[config.mk]
export PLATFORM = sky130hd
export DESIGN_NAME = ordered_list_store_engine
export DESIGN_NICKNAME = d
export VERILOG_FILES = /design/src/rtl/olse_pkg.sv /design/src/rtl/olse_store.sv /design/src/rtl/ordered_list_store_engine.sv
export SDC_FILE = /design/constraint.sdc
export NUM_CORES = 1
export LEC_CHECK = 0
export ABC_AREA = 1
export BUFFER_PORTS_ARGS = -buffer_cell sky130_fd_sc_hd__clkbuf_2
export CORE_ASPECT_RATIO = 1.75
export CORE_MARGIN = 1.5
export CORE_UTILIZATION = 42
export CTS_CLUSTER_DIAMETER = 80
export CTS_CLUSTER_SIZE = 20
export DETAILED_ROUTE_END_ITERATION = 10
export GPL_TIMING_DRIVEN = 0
export PLACE_DENSITY = 0.58
export SYNTH_ARGS = -nofsm -noshare
export SYNTH_HDL_FRONTEND = slang
export SYNTH_SLANG_ARGS = --single-unit
[constraint.sdc]
create_clock -name clk -period 6.5 [get_ports clk]
set_input_delay 1.625 -clock clk [delete_from_list [all_inputs] [get_ports clk]]
set_output_delay 1.625 -clock clk [all_outputs]
set_load 0.02 [all_outputs]
[src/rtl/olse_pkg.sv]
`default_nettype none

package olse_pkg;

    localparam int CAPACITY = 16;
    localparam int IDX_W    = $clog2(CAPACITY);
    localparam int CNT_W    = $clog2(CAPACITY + 1);
    localparam int DATA_W   = 32;
    localparam int MODE_W   = 3;
    localparam int STATUS_W = 3;
    localparam int POS_W    = 5;
    localparam int ENTRY_W  = 5;
    localparam int CMP_W    = (CNT_W + 1 > POS_W) ? CNT_W + 1 : POS_W;

    typedef enum logic [MODE_W-1:0] {
        MODE_PUSH_FRONT = 3'd0,
        MODE_PUSH_BACK  = 3'd1,
        MODE_INSERT     = 3'd2,
        MODE_POP_FRONT  = 3'd3,
        MODE_POP_BACK   = 3'd4,
        MODE_DELETE_KEY = 3'd5,
        MODE_READ_OUT   = 3'd6
    } mode_t;

    typedef enum logic [STATUS_W-1:0] {
        ST_OK       = 3'd0,
        ST_EMPTY    = 3'd1,
        ST_FULL     = 3'd2,
        ST_NOTFOUND = 3'd3,
        ST_BADPOS   = 3'd4
    } status_t;

    typedef enum logic [2:0] {
        S_IDLE,
        S_SHIFT_UP,
        S_REMOVE,
        S_SCAN,
        S_READ_OUT
    } state_t;

    typedef struct packed {
        logic              we;
        logic [IDX_W-1:0]  waddr;
        logic [DATA_W-1:0] wdata;
        logic [IDX_W-1:0]  raddr;
    } mem_req_t;

endpackage

`default_nettype wire

[src/rtl/olse_store.sv]
`default_nettype none

module olse_store (
    input  wire logic                      clk,
    input  wire olse_pkg::mem_req_t        req,
    output logic [olse_pkg::DATA_W-1:0]    rdata
);

    logic [olse_pkg::DATA_W-1:0] mem [olse_pkg::CAPACITY];
    logic [olse_pkg::DATA_W-1:0] rdata_reg;

    always_ff @(posedge clk)
    begin
        if (req.we)
        begin
            mem[req.waddr] <= req.wdata;
        end
        rdata_reg <= mem[req.raddr];
    end

    assign rdata = rdata_reg;

endmodule

`default_nettype wire

[src/rtl/ordered_list_store_engine.sv]
`default_nettype none

// Ordered list of up to CAPACITY signed 32-bit values held in a single-port-read
// memory. A transaction is accepted when start is high and busy is low; every
// result appears for one cycle with result_valid and must be taken then.
// Requests settled at once (full, empty, bad position, push back, push front
// into an empty list, insert at the end, unused mode) give their result the
// cycle after acceptance. Other requests walk the memory one entry per cycle
// through its one registered read port: insert/push front shifts entries up,
// pop shifts entries down, delete by key searches and then removes, and
// read-out gives one result per cycle from the head. No clearing pass after
// reset: entries are only read below count.
module ordered_list_store_engine (
    input  wire logic                                clk,
    input  wire logic                                rst_n,
    input  wire logic                                start,
    input  wire logic [olse_pkg::MODE_W-1:0]         mode,
    input  wire logic signed [olse_pkg::DATA_W-1:0]  item_value,
    input  wire logic [olse_pkg::POS_W-1:0]          position,
    output logic                                     busy,
    output logic                                     result_valid,
    output logic [olse_pkg::STATUS_W-1:0]            status,
    output logic signed [olse_pkg::DATA_W-1:0]       out_value,
    output logic [olse_pkg::ENTRY_W-1:0]             entry_count,
    output logic                                     last
);

    localparam int IDX_W  = olse_pkg::IDX_W;
    localparam int CNT_W  = olse_pkg::CNT_W;
    localparam int CMP_W  = olse_pkg::CMP_W;
    localparam int DATA_W = olse_pkg::DATA_W;

    olse_pkg::state_t   state_reg, state_next;
    logic [CNT_W-1:0]   count_reg, count_next;
    logic [DATA_W-1:0]  val_reg, val_next;
    logic [IDX_W-1:0]   tgt_reg, tgt_next;
    logic [IDX_W-1:0]   ptr_reg, ptr_next;
    logic               more_reg, more_next;
    logic               pend_reg, pend_next;
    logic [IDX_W-1:0]   paddr_reg, paddr_next;
    logic [CNT_W-1:0]   step_reg, step_next;
    logic [DATA_W-1:0]  rm_reg, rm_next;
    logic               rv_reg, rv_next;
    olse_pkg::status_t  status_reg, status_next;
    logic [DATA_W-1:0]  outv_reg, outv_next;
    logic               last_reg, last_next;

    olse_pkg::mem_req_t mem_req;
    logic [DATA_W-1:0]  rdata;
    logic [IDX_W-1:0]   cnt_m1;
    logic [IDX_W-1:0]   scan_addr;
    logic [CNT_W-1:0]   ins_cnt;
    logic [CMP_W-1:0]   cnt_ext;
    logic [CMP_W-1:0]   pos_ext;
    logic               full;
    logic               empty;
    logic               key_hit;

    olse_store u_store (
        .clk   (clk),
        .req   (mem_req),
        .rdata (rdata)
    );

    assign cnt_m1  = IDX_W'(count_reg - CNT_W'(1));
    assign cnt_ext = CMP_W'(count_reg);
    assign pos_ext = CMP_W'(position);
    assign full    = (count_reg >= CNT_W'(olse_pkg::CAPACITY));
    assign empty   = (count_reg == '0);
    assign key_hit = (rdata == val_reg);

    // head first, then tail, then the middle entries in order
    always_comb
    begin
        if (step_reg == '0)
        begin
            scan_addr = '0;
        end
        else if (step_reg == CNT_W'(1))
        begin
            scan_addr = cnt_m1;
        end
        else
        begin
            scan_addr = IDX_W'(step_reg - CNT_W'(1));
        end
    end

    always_comb
    begin
        unique case (mode)
            olse_pkg::MODE_PUSH_FRONT: ins_cnt = '0;
            olse_pkg::MODE_PUSH_BACK:  ins_cnt = count_reg;
            default:                   ins_cnt = CNT_W'(position - olse_pkg::POS_W'(1));
        endcase
    end

    always_comb
    begin
        state_next  = state_reg;
        count_next  = count_reg;
        val_next    = val_reg;
        tgt_next    = tgt_reg;
        ptr_next    = ptr_reg;
        more_next   = more_reg;
        pend_next   = 1'b0;
        paddr_next  = paddr_reg;
        step_next   = step_reg;
        rm_next     = rm_reg;
        rv_next     = 1'b0;
        status_next = status_reg;
        outv_next   = outv_reg;
        last_next   = last_reg;

        mem_req.we    = 1'b0;
        mem_req.waddr = '0;
        mem_req.wdata = '0;
        mem_req.raddr = ptr_reg;

        unique case (state_reg)
            olse_pkg::S_IDLE:
            begin
                if (start)
                begin
                    val_next    = item_value;
                    rv_next     = 1'b1;
                    last_next   = 1'b1;
                    outv_next   = '0;
                    status_next = olse_pkg::ST_OK;
                    unique case (mode)
                        olse_pkg::MODE_PUSH_FRONT, olse_pkg::MODE_PUSH_BACK,
                        olse_pkg::MODE_INSERT:
                        begin
                            if (full)
                            begin
                                status_next = olse_pkg::ST_FULL;
                            end
                            else if (mode == olse_pkg::MODE_INSERT &&
                                     (position == '0 || pos_ext > cnt_ext + CMP_W'(1)))
                            begin
                                status_next = olse_pkg::ST_BADPOS;
                            end
                            else if (ins_cnt == count_reg)
                            begin
                                mem_req.we    = 1'b1;
                                mem_req.waddr = IDX_W'(count_reg);
                                mem_req.wdata = item_value;
                                count_next    = count_reg + CNT_W'(1);
                            end
                            else
                            begin
                                rv_next    = 1'b0;
                                state_next = olse_pkg::S_SHIFT_UP;
                                tgt_next   = IDX_W'(ins_cnt);
                                ptr_next   = cnt_m1;
                                more_next  = 1'b1;
                            end
                        end
                        olse_pkg::MODE_POP_FRONT, olse_pkg::MODE_POP_BACK:
                        begin
                            if (empty)
                            begin
                                status_next = olse_pkg::ST_EMPTY;
                            end
                            else
                            begin
                                rv_next    = 1'b0;
                                state_next = olse_pkg::S_REMOVE;
                                tgt_next   = (mode == olse_pkg::MODE_POP_FRONT) ? '0 : cnt_m1;
                                ptr_next   = (mode == olse_pkg::MODE_POP_FRONT) ? '0 : cnt_m1;
                                more_next  = 1'b1;
                            end
                        end
                        olse_pkg::MODE_DELETE_KEY:
                        begin
                            if (empty)
                            begin
                                status_next = olse_pkg::ST_EMPTY;
                            end
                            else
                            begin
                                rv_next    = 1'b0;
                                state_next = olse_pkg::S_SCAN;
                                step_next  = '0;
                                more_next  = 1'b1;
                            end
                        end
                        olse_pkg::MODE_READ_OUT:
                        begin
                            if (empty)
                            begin
                                status_next = olse_pkg::ST_EMPTY;
                            end
                            else
                            begin
                                rv_next    = 1'b0;
                                state_next = olse_pkg::S_READ_OUT;
                                ptr_next   = '0;
                                more_next  = 1'b1;
                            end
                        end
                        default:
                        begin
                        end
                    endcase
                end
            end

            // move entries up one place, top first, then drop the new value in
            olse_pkg::S_SHIFT_UP:
            begin
                if (more_reg)
                begin
                    pend_next  = 1'b1;
                    paddr_next = ptr_reg;
                    ptr_next   = ptr_reg - IDX_W'(1);
                    more_next  = (ptr_reg != tgt_reg);
                end
                if (pend_reg)
                begin
                    mem_req.we    = 1'b1;
                    mem_req.waddr = paddr_reg + IDX_W'(1);
                    mem_req.wdata = rdata;
                end
                else if (!more_reg)
                begin
                    mem_req.we    = 1'b1;
                    mem_req.waddr = tgt_reg;
                    mem_req.wdata = val_reg;
                    count_next    = count_reg + CNT_W'(1);
                    rv_next       = 1'b1;
                    status_next   = olse_pkg::ST_OK;
                    outv_next     = '0;
                    last_next     = 1'b1;
                    state_next    = olse_pkg::S_IDLE;
                end
            end

            // first read returns the removed value, the rest move down one place
            olse_pkg::S_REMOVE:
            begin
                if (more_reg)
                begin
                    pend_next  = 1'b1;
                    paddr_next = ptr_reg;
                    ptr_next   = ptr_reg + IDX_W'(1);
                    more_next  = (ptr_reg != cnt_m1);
                end
                if (pend_reg)
                begin
                    if (paddr_reg == tgt_reg)
                    begin
                        rm_next = rdata;
                    end
                    else
                    begin
                        mem_req.we    = 1'b1;
                        mem_req.waddr = paddr_reg - IDX_W'(1);
                        mem_req.wdata = rdata;
                    end
                    if (!more_reg)
                    begin
                        count_next  = count_reg - CNT_W'(1);
                        rv_next     = 1'b1;
                        status_next = olse_pkg::ST_OK;
                        outv_next   = (paddr_reg == tgt_reg) ? rdata : rm_reg;
                        last_next   = 1'b1;
                        state_next  = olse_pkg::S_IDLE;
                    end
                end
            end

            olse_pkg::S_SCAN:
            begin
                mem_req.raddr = scan_addr;
                if (more_reg)
                begin
                    pend_next  = 1'b1;
                    paddr_next = scan_addr;
                    step_next  = step_reg + CNT_W'(1);
                    more_next  = (step_reg + CNT_W'(1) != count_reg);
                end
                if (pend_reg)
                begin
                    if (key_hit)
                    begin
                        // the read issued this cycle is dropped
                        state_next = olse_pkg::S_REMOVE;
                        tgt_next   = paddr_reg;
                        ptr_next   = paddr_reg;
                        more_next  = 1'b1;
                        pend_next  = 1'b0;
                    end
                    else if (!more_reg)
                    begin
                        rv_next     = 1'b1;
                        status_next = olse_pkg::ST_NOTFOUND;
                        outv_next   = '0;
                        last_next   = 1'b1;
                        state_next  = olse_pkg::S_IDLE;
                    end
                end
            end

            olse_pkg::S_READ_OUT:
            begin
                if (more_reg)
                begin
                    pend_next  = 1'b1;
                    paddr_next = ptr_reg;
                    ptr_next   = ptr_reg + IDX_W'(1);
                    more_next  = (ptr_reg != cnt_m1);
                end
                if (pend_reg)
                begin
                    rv_next     = 1'b1;
                    status_next = olse_pkg::ST_OK;
                    outv_next   = rdata;
                    last_next   = (paddr_reg == cnt_m1);
                    if (paddr_reg == cnt_m1)
                    begin
                        state_next = olse_pkg::S_IDLE;
                    end
                end
            end

            default:
            begin
                state_next = olse_pkg::S_IDLE;
            end
        endcase
    end

    always_ff @(posedge clk or negedge rst_n)
    begin
        if (!rst_n)
        begin
            state_reg <= olse_pkg::S_IDLE;
            count_reg <= '0;
            more_reg  <= 1'b0;
            pend_reg  <= 1'b0;
            rv_reg    <= 1'b0;
        end
        else
        begin
            state_reg <= state_next;
            count_reg <= count_next;
            more_reg  <= more_next;
            pend_reg  <= pend_next;
            rv_reg    <= rv_next;
        end
    end

    always_ff @(posedge clk)
    begin
        val_reg    <= val_next;
        tgt_reg    <= tgt_next;
        ptr_reg    <= ptr_next;
        paddr_reg  <= paddr_next;
        step_reg   <= step_next;
        rm_reg     <= rm_next;
        status_reg <= status_next;
        outv_reg   <= outv_next;
        last_reg   <= last_next;
    end

    assign busy         = (state_reg != olse_pkg::S_IDLE);
    assign result_valid = rv_reg;
    assign status       = status_reg;
    assign out_value    = outv_reg;
    assign entry_count  = olse_pkg::ENTRY_W'(count_reg);
    assign last         = last_reg;

    // every walk ends with its final result as the block frees up
    a_fell_busy_result: assert property (@(posedge clk) disable iff (!rst_n)
        $fell(busy) |-> (result_valid && last))
        else $error("busy dropped without a final result");

    // read-out results come back to back until the last one
    a_readout_gapless: assert property (@(posedge clk) disable iff (!rst_n)
        (result_valid && !last) |=> result_valid)
        else $error("gap inside a multi-result transaction");

    a_fail_is_last: assert property (@(posedge clk) disable iff (!rst_n)
        (result_valid && status != olse_pkg::ST_OK) |-> last)
        else $error("failed transaction gave more than one result");

    a_push_full: assert property (@(posedge clk) disable iff (!rst_n)
        (start && !busy && full &&
         (mode == olse_pkg::MODE_PUSH_FRONT || mode == olse_pkg::MODE_PUSH_BACK))
        |=> (result_valid && status == olse_pkg::ST_FULL && $stable(count_reg)))
        else $error("push into a full list not rejected");

    a_count_with_result: assert property (@(posedge clk) disable iff (!rst_n)
        !$stable(count_reg) |-> result_valid)
        else $error("count changed without a result");

endmodule

`default_nettype wire
==> results by group <==
Critical path
  – Cell class contributing the biggest share of worst-path delay: simple AND/OR/NAND/NOR gates
  – Setup slack, reg-to-reg: 1.62 ns
  – Kind of start point of the critical path: flip-flop
  – FF-to-FF Start: entry_count[1]
  – Worst Path Class, Setup: reg -> reg
  – Maximum single-stage delay on the critical path: 0.63 ns
  – CP Max Fanout: 17
  – WP buf/inv: 3
  – Cell occurring most often along the worst timing path: nand2_1
  – Worst setup path startpoint: entry_count[1]
  – Critical path depth: 19
  – Worst reg2reg path endpoint: u_store.mem[8][9]
  – Cell with the biggest individual delay on the critical path: nor2_4
  – Cell-by-cell trace of the critical path: inv_1 -> ha_1 -> inv_1 -> ha_1 -> nand2_1 -> nand2_1 -> nand2_1 -> nand2_1 -> nand2_1 -> nand2_1 -> nand2_1 -> nand2_1 -> nand2_1 -> nand3_1 -> nor2_1 -> nor2_1 -> nand2_1 -> nor2_4 -> buf_16
  – Critical path data arrival time: 5.17 ns
  – Required time reported for the critical path endpoint: 6.79 ns
  – Worst setup path endpoint: u_store.mem[8][9]
  – Count of cells along the worst register-to-register path: 19
  – Critical path capture point type: flip-flop

Logic synthesis
  – Count of flip-flops with a built-in enable after synthesis: 629
  – Post-synthesis async set-or-reset flop share: 1.64%
  – Count of unique library cells instantiated by Yosys: 41
  – Yosys warns: 0
  – Cell count after synthesis: 2740
  – Synthesized area per cell: 10.8 um^2
  – Total nets after synthesis: 2801
  – Ys flop type: edfxtp_1
  – Flip-flop and latch count after synthesis: 672
  – Fraction of the yosys area taken by sequential cells: 67.0%
  – Mapped cell area: 29600 um^2
  – Top cells by area, synth: edfxtp_1 64%, nand2_1 11%, nand3_1 4.6%
  – Post-synth top area cell: edfxtp_1
  – Area fraction of the dominant cell type after synthesis: 63.9%

Clock tree
  – CTS Buf Count: 39
  – Number of hold-repair buffers added at the cts stage: 0
  – Setup fix buffers added after clock tree synthesis: 0
  – Root buffer cell: clkbuf_16
  – TritonCTS clock tree: done
  – Clock slew at the register clock pins of the worst setup and hold paths: 0.09 ns
  – Level count of the clock H-tree: 2
  – Insertion delay to the later sink of the worst-skew pair: 0.60 ns
  – Sink Count: 672
  – PostCTS Resize Cnt: 0
  – Largest buffer count on any clock path: 3

Routing
  – Final wirelength: 91.8 mm
  – Wire per inst: 24.0 um
  – Post-Route M1 WL: 32.3 mm
  – Routed wire length on met2: 50.3 mm
  – Number of vias per cell: 5.39
  – Total DRC errors in the routed layout: 0
  – Number of antenna-violating nets in the routed design: 0
  – Met3 wire length: 3.88 mm
  – Number of design-rule violations left by the first detailed-router iteration: 1667
  – Via count: 20648
  – Number of iterations in the first detailed-routing pass: 5
  – Highest metal layer with signal wires: met5

Placed design
  – Detail Placement HPWL: 68.3 mm
  – Placed cells: 3760
  – Weighted congestion reported at the end of routability-driven placement: 0.935
  – Input/output buffers: 85

Power
  – Leakage dissipation: 12.8 nW
  – VDD IR max: 0.237 mV
  – Power per cell area: 527 nW/um^2

STA
  – Worst Hold Margin: 0.585 ns
  – Endpoints failing hold: 0
  – Post-route clock period utilization: 75.1%
  – Sum of negative setup slack: 0 ns
  – Period minus WS final: 4.88 ns
  – Setup clock skew after layout: 0.0329 ns
  – RSZ-0062 raised after global routing: no
  – Timing-limited maximum frequency: 0.205 GHz
  – Setup violations, final: 0
  – Number of max-slew violations in the final report: 0
  – Worst slew margin relative to its limit: 5.37%
  – Transition at the pin with the smallest max-transition slack: 1.41 ns

Hold path
  – Class of the tightest hold or removal check: reg -> reg

Cells and area
  – Filler cell count in the final layout: 6390
  – Ratio of cells with drive above 1 in the final layout: 10.7%
  – Count of nets after finishing: 2966
  – Largest register by flop count: u_store.mem
  – Post-synthesis to final-layout area growth: 11.4%
  – Post-layout instance count excluding filler cells: 3830
  – Commonest non-fill, non-tap cells in the layout: 854 x nand2_1, 629 x edfxtp_1, 279 x inv_1
  – Flip-flop count of the largest register, all copies and words added: 512
  – Most common library cell in the layout ignoring fill and taps: nand2_1
  – Antenna diode count: 0

Status
  – Result of the run: finished clean

Floorplanning
  – Chip Width: 204 um
  – Floorplan row count: 128
  – Effective utilization at floorplan: 42.4%
  – Y dimension of the die: 354 um
  – Number of primary I/O pins: 86
  – Std-Cell Core Area: 69700 um^2
  – Die area: 72100 um^2

GRT
  – Vias in the first global route: 20597
  – First-pass GRT wire length: 133 mm
  – Total global-route track usage: 25.4%
  – Total congestion overflow after global routing: 0
  – Pin count of the biggest net entering global routing: 33
  – Antenna violations before repair: 1

Flow run
  – Max Cap Viol: 0
cell usage after synthesis (all sizes together) (2+ instances only):
library cell,number
o221ai,6
or2,2
nand2,857
o211ai,159
ha,17
nor3,8
buf,107
nor4,2
clkbuf,32
dfxtp,32
a21oi,14
dfrtp,11
a22oi,3
o21ai,137
nand3,269
edfxtp,629
o22ai,4
xor2,16
xnor2,36
nand4,12
inv,288
o31ai,2
nor2,89
stage by stage:
stage	util (%)	worst slack, ns	area (um^2)	power (mW)
floorplan	-	1.70	29600	11.4
global placement	44.7	-1.59	31100	14.5
detailed placement	45.5	1.46	31700	14.8
CTS	47.1	1.59	32800	17.3
global route	47.3	1.38	32900	18.2
finish	47.3	1.62	32900	17.3
cells by family (layout without fill, tap and decap cells):
| kind of cell | Yosys count | after routing | synth area share, % |
|---|---|---|---|
| buffers and inverters | 428 | 608 | 6.29 |
| adders and majority gates | 18 | 18 | 0.787 |
| AOI/OAI and AO/OA | 330 | 330 | 7.16 |
| xor gates and xnor gates | 52 | 52 | 1.54 |
| and+or+nand+nor | 1240 | 1240 | 17.2 |
| DFF | 672 | 672 | 67.0 |
layer usage:
layer  track usage, %  vias to the layer above
li1                 -                     9642
met1             27.3                    10004
met2             48.6                      769
met3             1.81                      231
met4             14.0                        2
met5                0                        -
where the power goes:
part	leakage (nW)	switching, mW	internal (mW)
Sequential	6.23	0.331	6.06
Combinational	6.05	6.13	2.29
Clock	0.524	1.40	1.14
cell type report:
| class | count | area (um^2) | area share (%) |
|---|---|---|---|
| clock buffers | 53 | 1050 | 3.19 |
| multi-input cells | 1640 | 8050 | 24.5 |
| inverters | 289 | 1080 | 3.29 |
| flip-flops and latches | 672 | 19800 | 60.1 |
| well taps | 910 | 1140 | 3.46 |
| repair buffers | 124 | 990 | 3.01 |
| clock inverters | 3 | 33.8 | 0.103 |
| plain buffers | 139 | 776 | 2.36 |
worst register-to-register path, delay by kind of cell, from the launching register on:
| kind | cells | cell delay, ns |
|---|---|---|
| fa+ha+maj | 2 | 0.96 |
| flops | 1 | 0.62 |
| buf+inv | 3 | 0.70 |
| simple gates | 14 | 2.28 |
how the worst min path moves through the flow:
stage	cells after the start	slack, ns	end	startpoint
2_1_floorplan	2	0.52	result_valid	pend_reg
3_3_place_gp	2	0.55	rm_reg[5]	rm_reg[5]
3_5_place_dp	2	0.56	rm_reg[20]	rm_reg[20]
4_1_cts	2	0.59	rm_reg[20]	rm_reg[20]
5_1_grt	2	0.62	rm_reg[12]	rm_reg[12]
6_report	2	0.59	rm_reg[8]	rm_reg[8]
Power figures use the tool's default switching activity.
